`src/rtl/kfc_pkg.sv`:
```
// Shared constants and types of the k-mer frequency counter.
`default_nettype none
package kfc_pkg;

	localparam int REQ_W   = 2;
	localparam int CHAR_W  = 8;
	localparam int BIN_W   = 14;
	localparam int FIELD_W = 24;
	localparam int KLEN_W  = 3;

	// request codes
	localparam logic [REQ_W-1:0] REQ_SEQ   = 2'd0;
	localparam logic [REQ_W-1:0] REQ_READ  = 2'd1;
	localparam logic [REQ_W-1:0] REQ_CLEAR = 2'd2;

	// response codes
	localparam logic RESP_READ  = 1'b0;
	localparam logic RESP_CLEAR = 1'b1;

	// configuration register indexes
	localparam logic REG_KMER_LENGTH = 1'b0;
	localparam logic REG_MAX_BASES   = 1'b1;

	localparam logic [KLEN_W-1:0]  KMER_LENGTH_RESET = 3'd7;
	localparam logic [FIELD_W-1:0] MAX_BASES_RESET   = 24'd1000000;

	localparam logic [CHAR_W-1:0] CHAR_NEWLINE = 8'h0A;
	localparam logic [CHAR_W-1:0] CHAR_A_UC    = 8'h41;
	localparam logic [CHAR_W-1:0] CHAR_C_UC    = 8'h43;
	localparam logic [CHAR_W-1:0] CHAR_G_UC    = 8'h47;
	localparam logic [CHAR_W-1:0] CHAR_T_UC    = 8'h54;
	localparam logic [CHAR_W-1:0] CHAR_A_LC    = 8'h61;
	localparam logic [CHAR_W-1:0] CHAR_C_LC    = 8'h63;
	localparam logic [CHAR_W-1:0] CHAR_G_LC    = 8'h67;
	localparam logic [CHAR_W-1:0] CHAR_T_LC    = 8'h74;

	// commands from the sequencer to the window tracker
	typedef struct packed {
		logic step;  // sequence byte item taken
		logic clear; // start a new sequence
	} kfc_win_ctl_t;

endpackage
`default_nettype wire

```
`src/rtl/kfc_window.sv`:
```
// Header skip, base decode, rolling window and base counter.
`default_nettype none
module kfc_window #(
	parameter int MAX_KMER = 7
) (
	input  wire logic                          clk,
	input  wire logic                          arst_n,
	input  wire kfc_pkg::kfc_win_ctl_t         ctl,
	input  wire logic [kfc_pkg::CHAR_W-1:0]    char_code,
	input  wire logic [kfc_pkg::KLEN_W-1:0]    kmer_length,
	input  wire logic [kfc_pkg::FIELD_W-1:0]   max_bases,
	output logic                               count_en,
	output logic      [2*MAX_KMER-1:0]         win_next,
	output logic      [kfc_pkg::FIELD_W-1:0]   bases_seen
);
	import kfc_pkg::*;

	localparam int W = 2 * MAX_KMER;

	logic [W-1:0]       win_q;
	logic [FIELD_W-1:0] base_cnt_q;
	logic               in_header_q;

	logic [KLEN_W-1:0]  k_eff;
	logic [3:0]         shamt;
	logic [W-1:0]       mask;
	logic [1:0]         code;
	logic               code_ok;
	logic               take;
	logic [FIELD_W-1:0] cnt_next;

	always_comb begin
		if (kmer_length == '0) begin
			k_eff = KLEN_W'(1);
		end else if (int'(kmer_length) > MAX_KMER) begin
			k_eff = KLEN_W'(MAX_KMER);
		end else begin
			k_eff = kmer_length;
		end
	end

	always_comb begin
		code_ok = 1'b1;
		case (char_code) inside
			CHAR_A_UC, CHAR_A_LC: code = 2'd0;
			CHAR_C_UC, CHAR_C_LC: code = 2'd1;
			CHAR_G_UC, CHAR_G_LC: code = 2'd2;
			CHAR_T_UC, CHAR_T_LC: code = 2'd3;
			default: begin
				code    = 2'd0;
				code_ok = 1'b0;
			end
		endcase
	end

	always_comb begin
		for (int i = 0; i < W; i++) begin
			mask[i] = (i < 2 * int'(k_eff));
		end
	end

	assign shamt    = 4'({k_eff, 1'b0}) - 4'd2;
	assign win_next = ((win_q >> 2) | (W'(code) << shamt)) & mask;
	assign cnt_next = base_cnt_q + FIELD_W'(1);
	assign take     = ctl.step && !in_header_q && code_ok && (base_cnt_q < max_bases);
	assign count_en = take && (cnt_next >= FIELD_W'(k_eff));
	assign bases_seen = base_cnt_q;

	always_ff @(posedge clk or negedge arst_n) begin
		if (!arst_n) begin
			win_q       <= '0;
			base_cnt_q  <= '0;
			in_header_q <= 1'b1;
		end else if (ctl.clear) begin
			win_q       <= '0;
			base_cnt_q  <= '0;
			in_header_q <= 1'b1;
		end else if (ctl.step) begin
			if (in_header_q) begin
				if (char_code == CHAR_NEWLINE) begin
					in_header_q <= 1'b0;
				end
			end else if (take) begin
				win_q      <= win_next;
				base_cnt_q <= cnt_next;
			end
		end
	end

endmodule
`default_nettype wire

```
`config.mk`:
```
export PLATFORM = sky130hd
export DESIGN_NAME = kfc_window
export DESIGN_NICKNAME = d
export VERILOG_FILES = /design/src/rtl/kfc_pkg.sv /design/src/rtl/kfc_window.sv
export SDC_FILE = /design/constraint.sdc
export NUM_CORES = 1
export LEC_CHECK = 0
export ABC_AREA = 1
export BUFFER_PORTS_ARGS = -buffer_cell sky130_fd_sc_hd__buf_2
export CORE_ASPECT_RATIO = 1.4
export CORE_MARGIN = 2
export CORE_UTILIZATION = 40
export DETAILED_ROUTE_END_ITERATION = 6
export PLACE_DENSITY = 0.66
export SYNTH_ARGS = -nofsm -noshare
export SYNTH_HDL_FRONTEND = slang
export SYNTH_SLANG_ARGS = --single-unit
```
`constraint.sdc`:
```
create_clock -name clk -period 3.64 [get_ports clk]
set_input_delay 0.546 -clock clk [delete_from_list [all_inputs] [get_ports clk]]
set_output_delay 0.546 -clock clk [all_outputs]
set_load 0.01 [all_outputs]
```
; ---- Yosys cells after proc, flatten, opt, wreduce, memory -nomap -nowiden
; Cells that the tools add are included.
[word_totals]
word_cells = 68
reg_bits = 39
out_inout_bits = 39
inputBits = 39
[classes]
addsub = 2
mux = 21
n_shift = 1
bitwise = 2
n_reduce_logical = 13
magnitude_cmp = 16
eq_ne = 10
[op_table]
columns = operator, count
row1 = $mux 24, 4
row2 = $eq 8x7->1 const B, 8
row3 = $mux 14, 4
row4 = $add 24x1->24 const B, 1
row5 = $ge 24x3->1, 1
row6 = $lt 24x24->1, 1
row7 = $lt 4x4->1 const A, 6
row8 = $lt 3x4->1 const A, 4
row9 = $and 14x14->14, 1
row10 = $or 12x14->14, 1
row11 = $shl 2x4->14, 1
row12 = $eq 8x4->1 const B, 1
row13 = $lt 1x4->1 const A, 2
row14 = $lt 2x4->1 const A, 2
row15 = $mux 1, 8
row16 = $mux 2, 4
row17 = $reduce_or 2->1, 4
row18 = $logic_and 1x1->1, 4
row19 = $reduce_bool 2->1, 2
row20 = $sub 4x2->4 const B, 1
row21 = $logic_not 3->1, 1
row22 = $mux 3, 1
row23 = $reduce_and 3->1, 1
row24 = $ne 2x2->1 const B, 1
row25 = $logic_not 1->1, 1

; ---- Depth between registers and ports, before layout
[logic_depth]
ltp_word = 13
mapped_depth = 15
depth_no_buf = 15

; ---- Worst setup path after synthesis
; Ideal clock, no wire load.
[synth_timing]
kind = in2out
start = input max_bases[13] (netlist name)
end = output count_en
n_path_buf = 1
cell_stages = 12
required_ps = 3094
slack_ps = 1216
t_arrival_ps = 1878
path_cell_list = inv_1 -> ha_1 -> nand2_1 -> inv_1 -> o21ai_0 -> nand2_1 -> nand3_1 -> nand3_1 -> nor2_4 -> nand2_4 -> buf_4 -> nor2_1
[synth_via]
elab_chain_cells = 3
[synth_rtl]
columns = element, line
row1 = from (decl), kfc_window.sv:11  ; input wire logic [kfc_pkg::FIELD_W-1:0] max_bases,
row2 = $lt 24x24->1, kfc_window.sv:65  ; assign take = ctl.step && !in_header_q && code_ok && (base_cnt_q < max_bases);
row3 = $logic_and 1x1->1, kfc_window.sv:65
row4 = $logic_and 1x1->1, kfc_window.sv:66  ; assign count_en = take && (cnt_next >= FIELD_W'(k_eff));
row5 = to (decl), kfc_window.sv:12  ; output logic count_en,
; No other way between the ends.

; ---- Worst setup path after layout
[layout_timing]
start = register base_cnt_q[0], in the netlist bases_seen[0]
end = output count_en
[layout_via]
elab_chain_cells = 3
word_cells_on_any_way = 5
cone_classes = add/sub (1) / order compare (2) / reduce/logical (2)
[layout_rtl]
columns = element, line
row1 = from (decl), kfc_window.sv:21  ; logic [FIELD_W-1:0] base_cnt_q;
row2 = from (signal assigned), kfc_window.sv:85  ; base_cnt_q <= cnt_next;
row3 = $add 24x1->24 / $lt 24x24->1 (equally long branches), "kfc_window.sv:64, kfc_window.sv:65"
row4 = $ge 24x3->1 / $logic_and 1x1->1 (equally long branches), "kfc_window.sv:66, kfc_window.sv:65"
row5 = $logic_and 1x1->1 (*), kfc_window.sv:66
; Mark *: on every way between the ends. The rest lies on a longest branch, timed or not.

==> impl_results.rst <==
.. list-table::
   :header-rows: 1

   * - Metric
     - Value
   * - Initial antenna violation count
     - 0
   * - Die Span X
     - 81.0 µm
   * - Detailed placer's ending HPWL
     - 6.58 mm
   * - Crit-path max FO
     - 9
   * - Period utilization
     - 80.3%
   * - Most common cell in the synthesized netlist
     - sky130_fd_sc_hd__nand2_1
   * - Transition time of the tightest slew-check pin
     - slightly below 900 ps
   * - Clk slew on worst S/H paths
     - 60 ps
   * - CTS-repair resized insts
     - 0
   * - Sequential fraction of the synthesis area
     - 27.9%
   * - First-pass GRT wire length
     - 14.6 mm
   * - Highest metal layer with signal wires
     - met4
   * - Final number of max-transition violations
     - 0
   * - DRT antenna net count
     - 0
   * - Global routing usage summed across all routing layers
     - 20.2%
   * - Clock power share
     - 46.5%
   * - Static leakage
     - between 2 and 2.5 nW
   * - Critical path arrival
     - between 2000 and 2500 ps
   * - Core Box Area
     - between 0.008 and 0.009 mm²
   * - Root buf cell
     - sky130_fd_sc_hd__clkbuf_16
   * - Hold/Removal Path Class
     - input port to asynchronous set/reset pin
   * - Run status
     - complete, no violations
   * - Clock insertion delay at the later pin of the skew report
     - 280 ps
   * - Largest stage delay on the critical path
     - 550 ps
   * - Chip Height
     - 112 µm
   * - Antenna Diode Count
     - 0
   * - Yosys warns
     - 0
   * - Final setup violation count
     - 0
   * - Num rows
     - 39
   * - Type of the worst setup path
     - register to primary output
   * - Power spent charging and discharging nets
     - 0.227 mW
   * - Via count of the first global-routing pass
     - roughly 3.3k
   * - Pre-CTS setup slack
     - 718 ps
   * - Cell with the most instances on the worst path
     - sky130_fd_sc_hd__nand2_1
   * - Share of flip-flops with an asynchronous set or reset after synthesis
     - 100%
   * - Count of cell types in the netlist
     - 35
   * - Post-detailed-route wirelength per cell
     - between 10 and 15 µm
   * - Clock buffers created by TritonCTS
     - 5
   * - Chain of cells forming the critical path
     - ha_1 > nand2_1 > nor2_4 > nand2_4 > nor3_2 > nand2_1 > nand2_1 > nand2_1 > nor2_1 > nand2_1 > nor2_1 > nor2_1 > buf_2
   * - H-tree depth
     - 2
   * - Routed length on met1
     - 3.41 mm
   * - Biggest area consumer among synthesized cells
     - sky130_fd_sc_hd__dfrtp_1
   * - Routed wire length on met3
     - about 430 µm
   * - Maximum number of pins on one net before global-route repair
     - 38
   * - Total nets after synthesis
     - 547
   * - Number of DRC markers after the initial detailed-route iteration
     - 226
   * - Maximum clock skew at final layout
     - 6.14 ps
   * - Ratio of cells with drive above 1 in the final layout
     - 21.7%
   * - Maximum VDD drop
     - 0.000170 V
   * - DRC viols
     - 0
   * - Average footprint of a synthesized cell
     - 6.94 µm²
   * - Net switching fraction of the power
     - 24.0%
   * - Final worst-path setup slack
     - 716 ps
   * - Net count, final
     - 624
   * - Combined area of all synthesized cells
     - between 0.003 and 0.004 mm²
   * - Final worst path period need
     - 2920 ps
   * - Total power after layout
     - 0.945 mW
   * - CTS tree
     - built
   * - Crit path required time
     - 3090 ps
   * - R2R Setup Slk
     - 1090 ps
   * - Filler Cell Count
     - between 800 and 900
   * - Leading cell types by total area after synthesis
     - sky130_fd_sc_hd__dfrtp_1 27%, sky130_fd_sc_hd__nand2_1 14%, sky130_fd_sc_hd__ha_1 11%
   * - Unrepaired setup endpoints after global routing
     - no
   * - Kind of start point of the critical path
     - register
   * - Kind of capture point of the worst setup path
     - primary output
   * - Top cell type's share of synthesized area
     - 27.1%
   * - Relative contribution of combinational cells to total power
     - 9.9%
   * - Count of final hold-check violations
     - 0
   * - Multi-input combinational cell area
     - a little over 0.002 mm²
   * - Internal power summed over all cells
     - roughly 0.7 mW
   * - Number of flops mapped to enable cells by yosys
     - 0
   * - Initial core utilization
     - 41.0%
   * - Sink Count
     - 37
   * - Buffers from clock root to sink, at most
     - 2
   * - Cts-stage hold buffer count
     - 0
   * - Maximum operating frequency
     - approximately 340 MHz
   * - Crit-path slowest cell
     - sky130_fd_sc_hd__dfrtp_1
   * - Number of maximum-capacitance violations
     - 0
   * - Final Routed Wirelength
     - 8.50 mm
   * - Primary FF master, synth
     - sky130_fd_sc_hd__dfrtp_1
   * - Number of storage elements in the synthesis netlist
     - 37
   * - Layout Area Growth over Synthesis
     - 17.9%
   * - Sequential cell fraction of total power
     - 43.6%
   * - Routability Congestion
     - 0.980
   * - Floorplan die area
     - 0.00906 mm²
   * - GRT Residual Overflow
     - 0
   * - Setup TNS
     - 0 ps
   * - Via Count
     - 3,349
   * - Count of mapped cells out of synthesis
     - approximately 480
   * - Flip-flop and latch area
     - 927 µm²
   * - Number of iterations in the first detailed-routing pass
     - 5
   * - Setup Buffers After CTS
     - 0
   * - Detail Route met2 WL
     - 4.53 mm
   * - Number of vias per cell
     - 5.08
   * - Commonest cells post-synth
     - 124 x sky130_fd_sc_hd__nand2_1, 72 x sky130_fd_sc_hd__inv_1, 52 x sky130_fd_sc_hd__nand3_1
   * - Buffers added on ports
     - slightly below 80
   * - Total power density per cell area
     - 241 mW/mm²
   * - Worst slew margin relative to its limit
     - between 40 and 50%
   * - Number of top-level pins
     - between 70 and 80
worst paths after layout:
path / start / end / cells past startpoint
worst max-delay path: bases_seen[0] / count_en / 13
worst min-delay path: arst_n / bases_seen[20] / 1
worst max register to register: bases_seen[19] / win_q[8] / 13
worst min register to register: in_header_q / in_header_q / 2
max in group asynchronous: arst_n / bases_seen[3] / 1
min in group clk: in_header_q / in_header_q / 2
power groups by stage:
stage / registers (mW) / clock network (mW) / logic, mW
after floorplan: 0.419 / 0 / 0.0503
after global placement: 0.419 / 0 / 0.0905
after detailed placement: 0.419 / 0 / 0.0945
after CTS: 0.411 / 0.452 / 0.0950
after global routing: 0.411 / 0.467 / 0.108
final: 0.412 / 0.440 / 0.0934
metal layers:
layer / vias to the layer above / track usage, %
met2: 89 / 37.7
met3: 11 / 2.84
met1: 1539 / 23.1
met5: - / 0
li1: 1710 / -
met4: 0 / 6.21
layout by cell type (no fill, tap or decap), types with 4 or more instances in the layout:
cell / instances
sky130_fd_sc_hd__nand2_2: 4
sky130_fd_sc_hd__nor2_4: 7
sky130_fd_sc_hd__clkbuf_16: 5
sky130_fd_sc_hd__xor2_1: 6
sky130_fd_sc_hd__nand4_1: 11
sky130_fd_sc_hd__nand3b_1: 4
sky130_fd_sc_hd__nor2_1: 42
sky130_fd_sc_hd__buf_2: 77
sky130_fd_sc_hd__o21ai_0: 21
sky130_fd_sc_hd__dfrtp_1: 36
sky130_fd_sc_hd__o21ai_2: 9
sky130_fd_sc_hd__o21bai_1: 5
sky130_fd_sc_hd__o21ai_1: 7
sky130_fd_sc_hd__inv_1: 72
sky130_fd_sc_hd__nand2_1: 124
sky130_fd_sc_hd__nand3_1: 52
sky130_fd_sc_hd__ha_1: 29
sky130_fd_sc_hd__a21oi_1: 15
kinds of logic after synthesis:
| logic type | synth area share [%] |
|---|---|
| AOI/OAI and AO/OA | 11.2 |
| xor gates and xnor gates | 2.11 |
| adders and majority gates | 10.9 |
| buffers and inverters | 11.0 |
| DFF | 27.9 |
| muxes | 0.678 |
| and+or+nand+nor | 36.2 |
metrics by stage:
stage                     utilization (%)  hold slack (ps)  instance area, µm²  std cells
after global routing                 48.4              462                3920        659
after detailed placement             46.6              504                3770        651
after global placement               46.6              492                3770        651
after CTS                            48.4              419                3920        659
after floorplan                         -              250                3320        479
final                                48.4              375                3920        659
worst max-delay path: cells and delay by family, from the launching register on:
family                   cells  cell delay, ps
AND/OR/NAND/NOR             11            1100
adder cells (fa/ha/maj)      1             280
buffers and inverters        1             140
flip-flops                   1             550
sequential cells by signal (all words and copies together), names as in the netlist:
name,flops
bases_seen,24
in_header_q,1
win_q,12
cell type report:
| class | instances | area share (%) |
|---|---|---|
| Multi-Input combinational cell | 357 | 51.9 |
| Sequential cell | 37 | 23.7 |
| Timing Repair Buffer | 79 | 10.2 |
| Inverter | 76 | 7.28 |
| Clock buffer | 8 | 3.74 |
| Tap cell | 102 | 3.26 |
No activity file was read; power rests on OpenSTA's default activity.
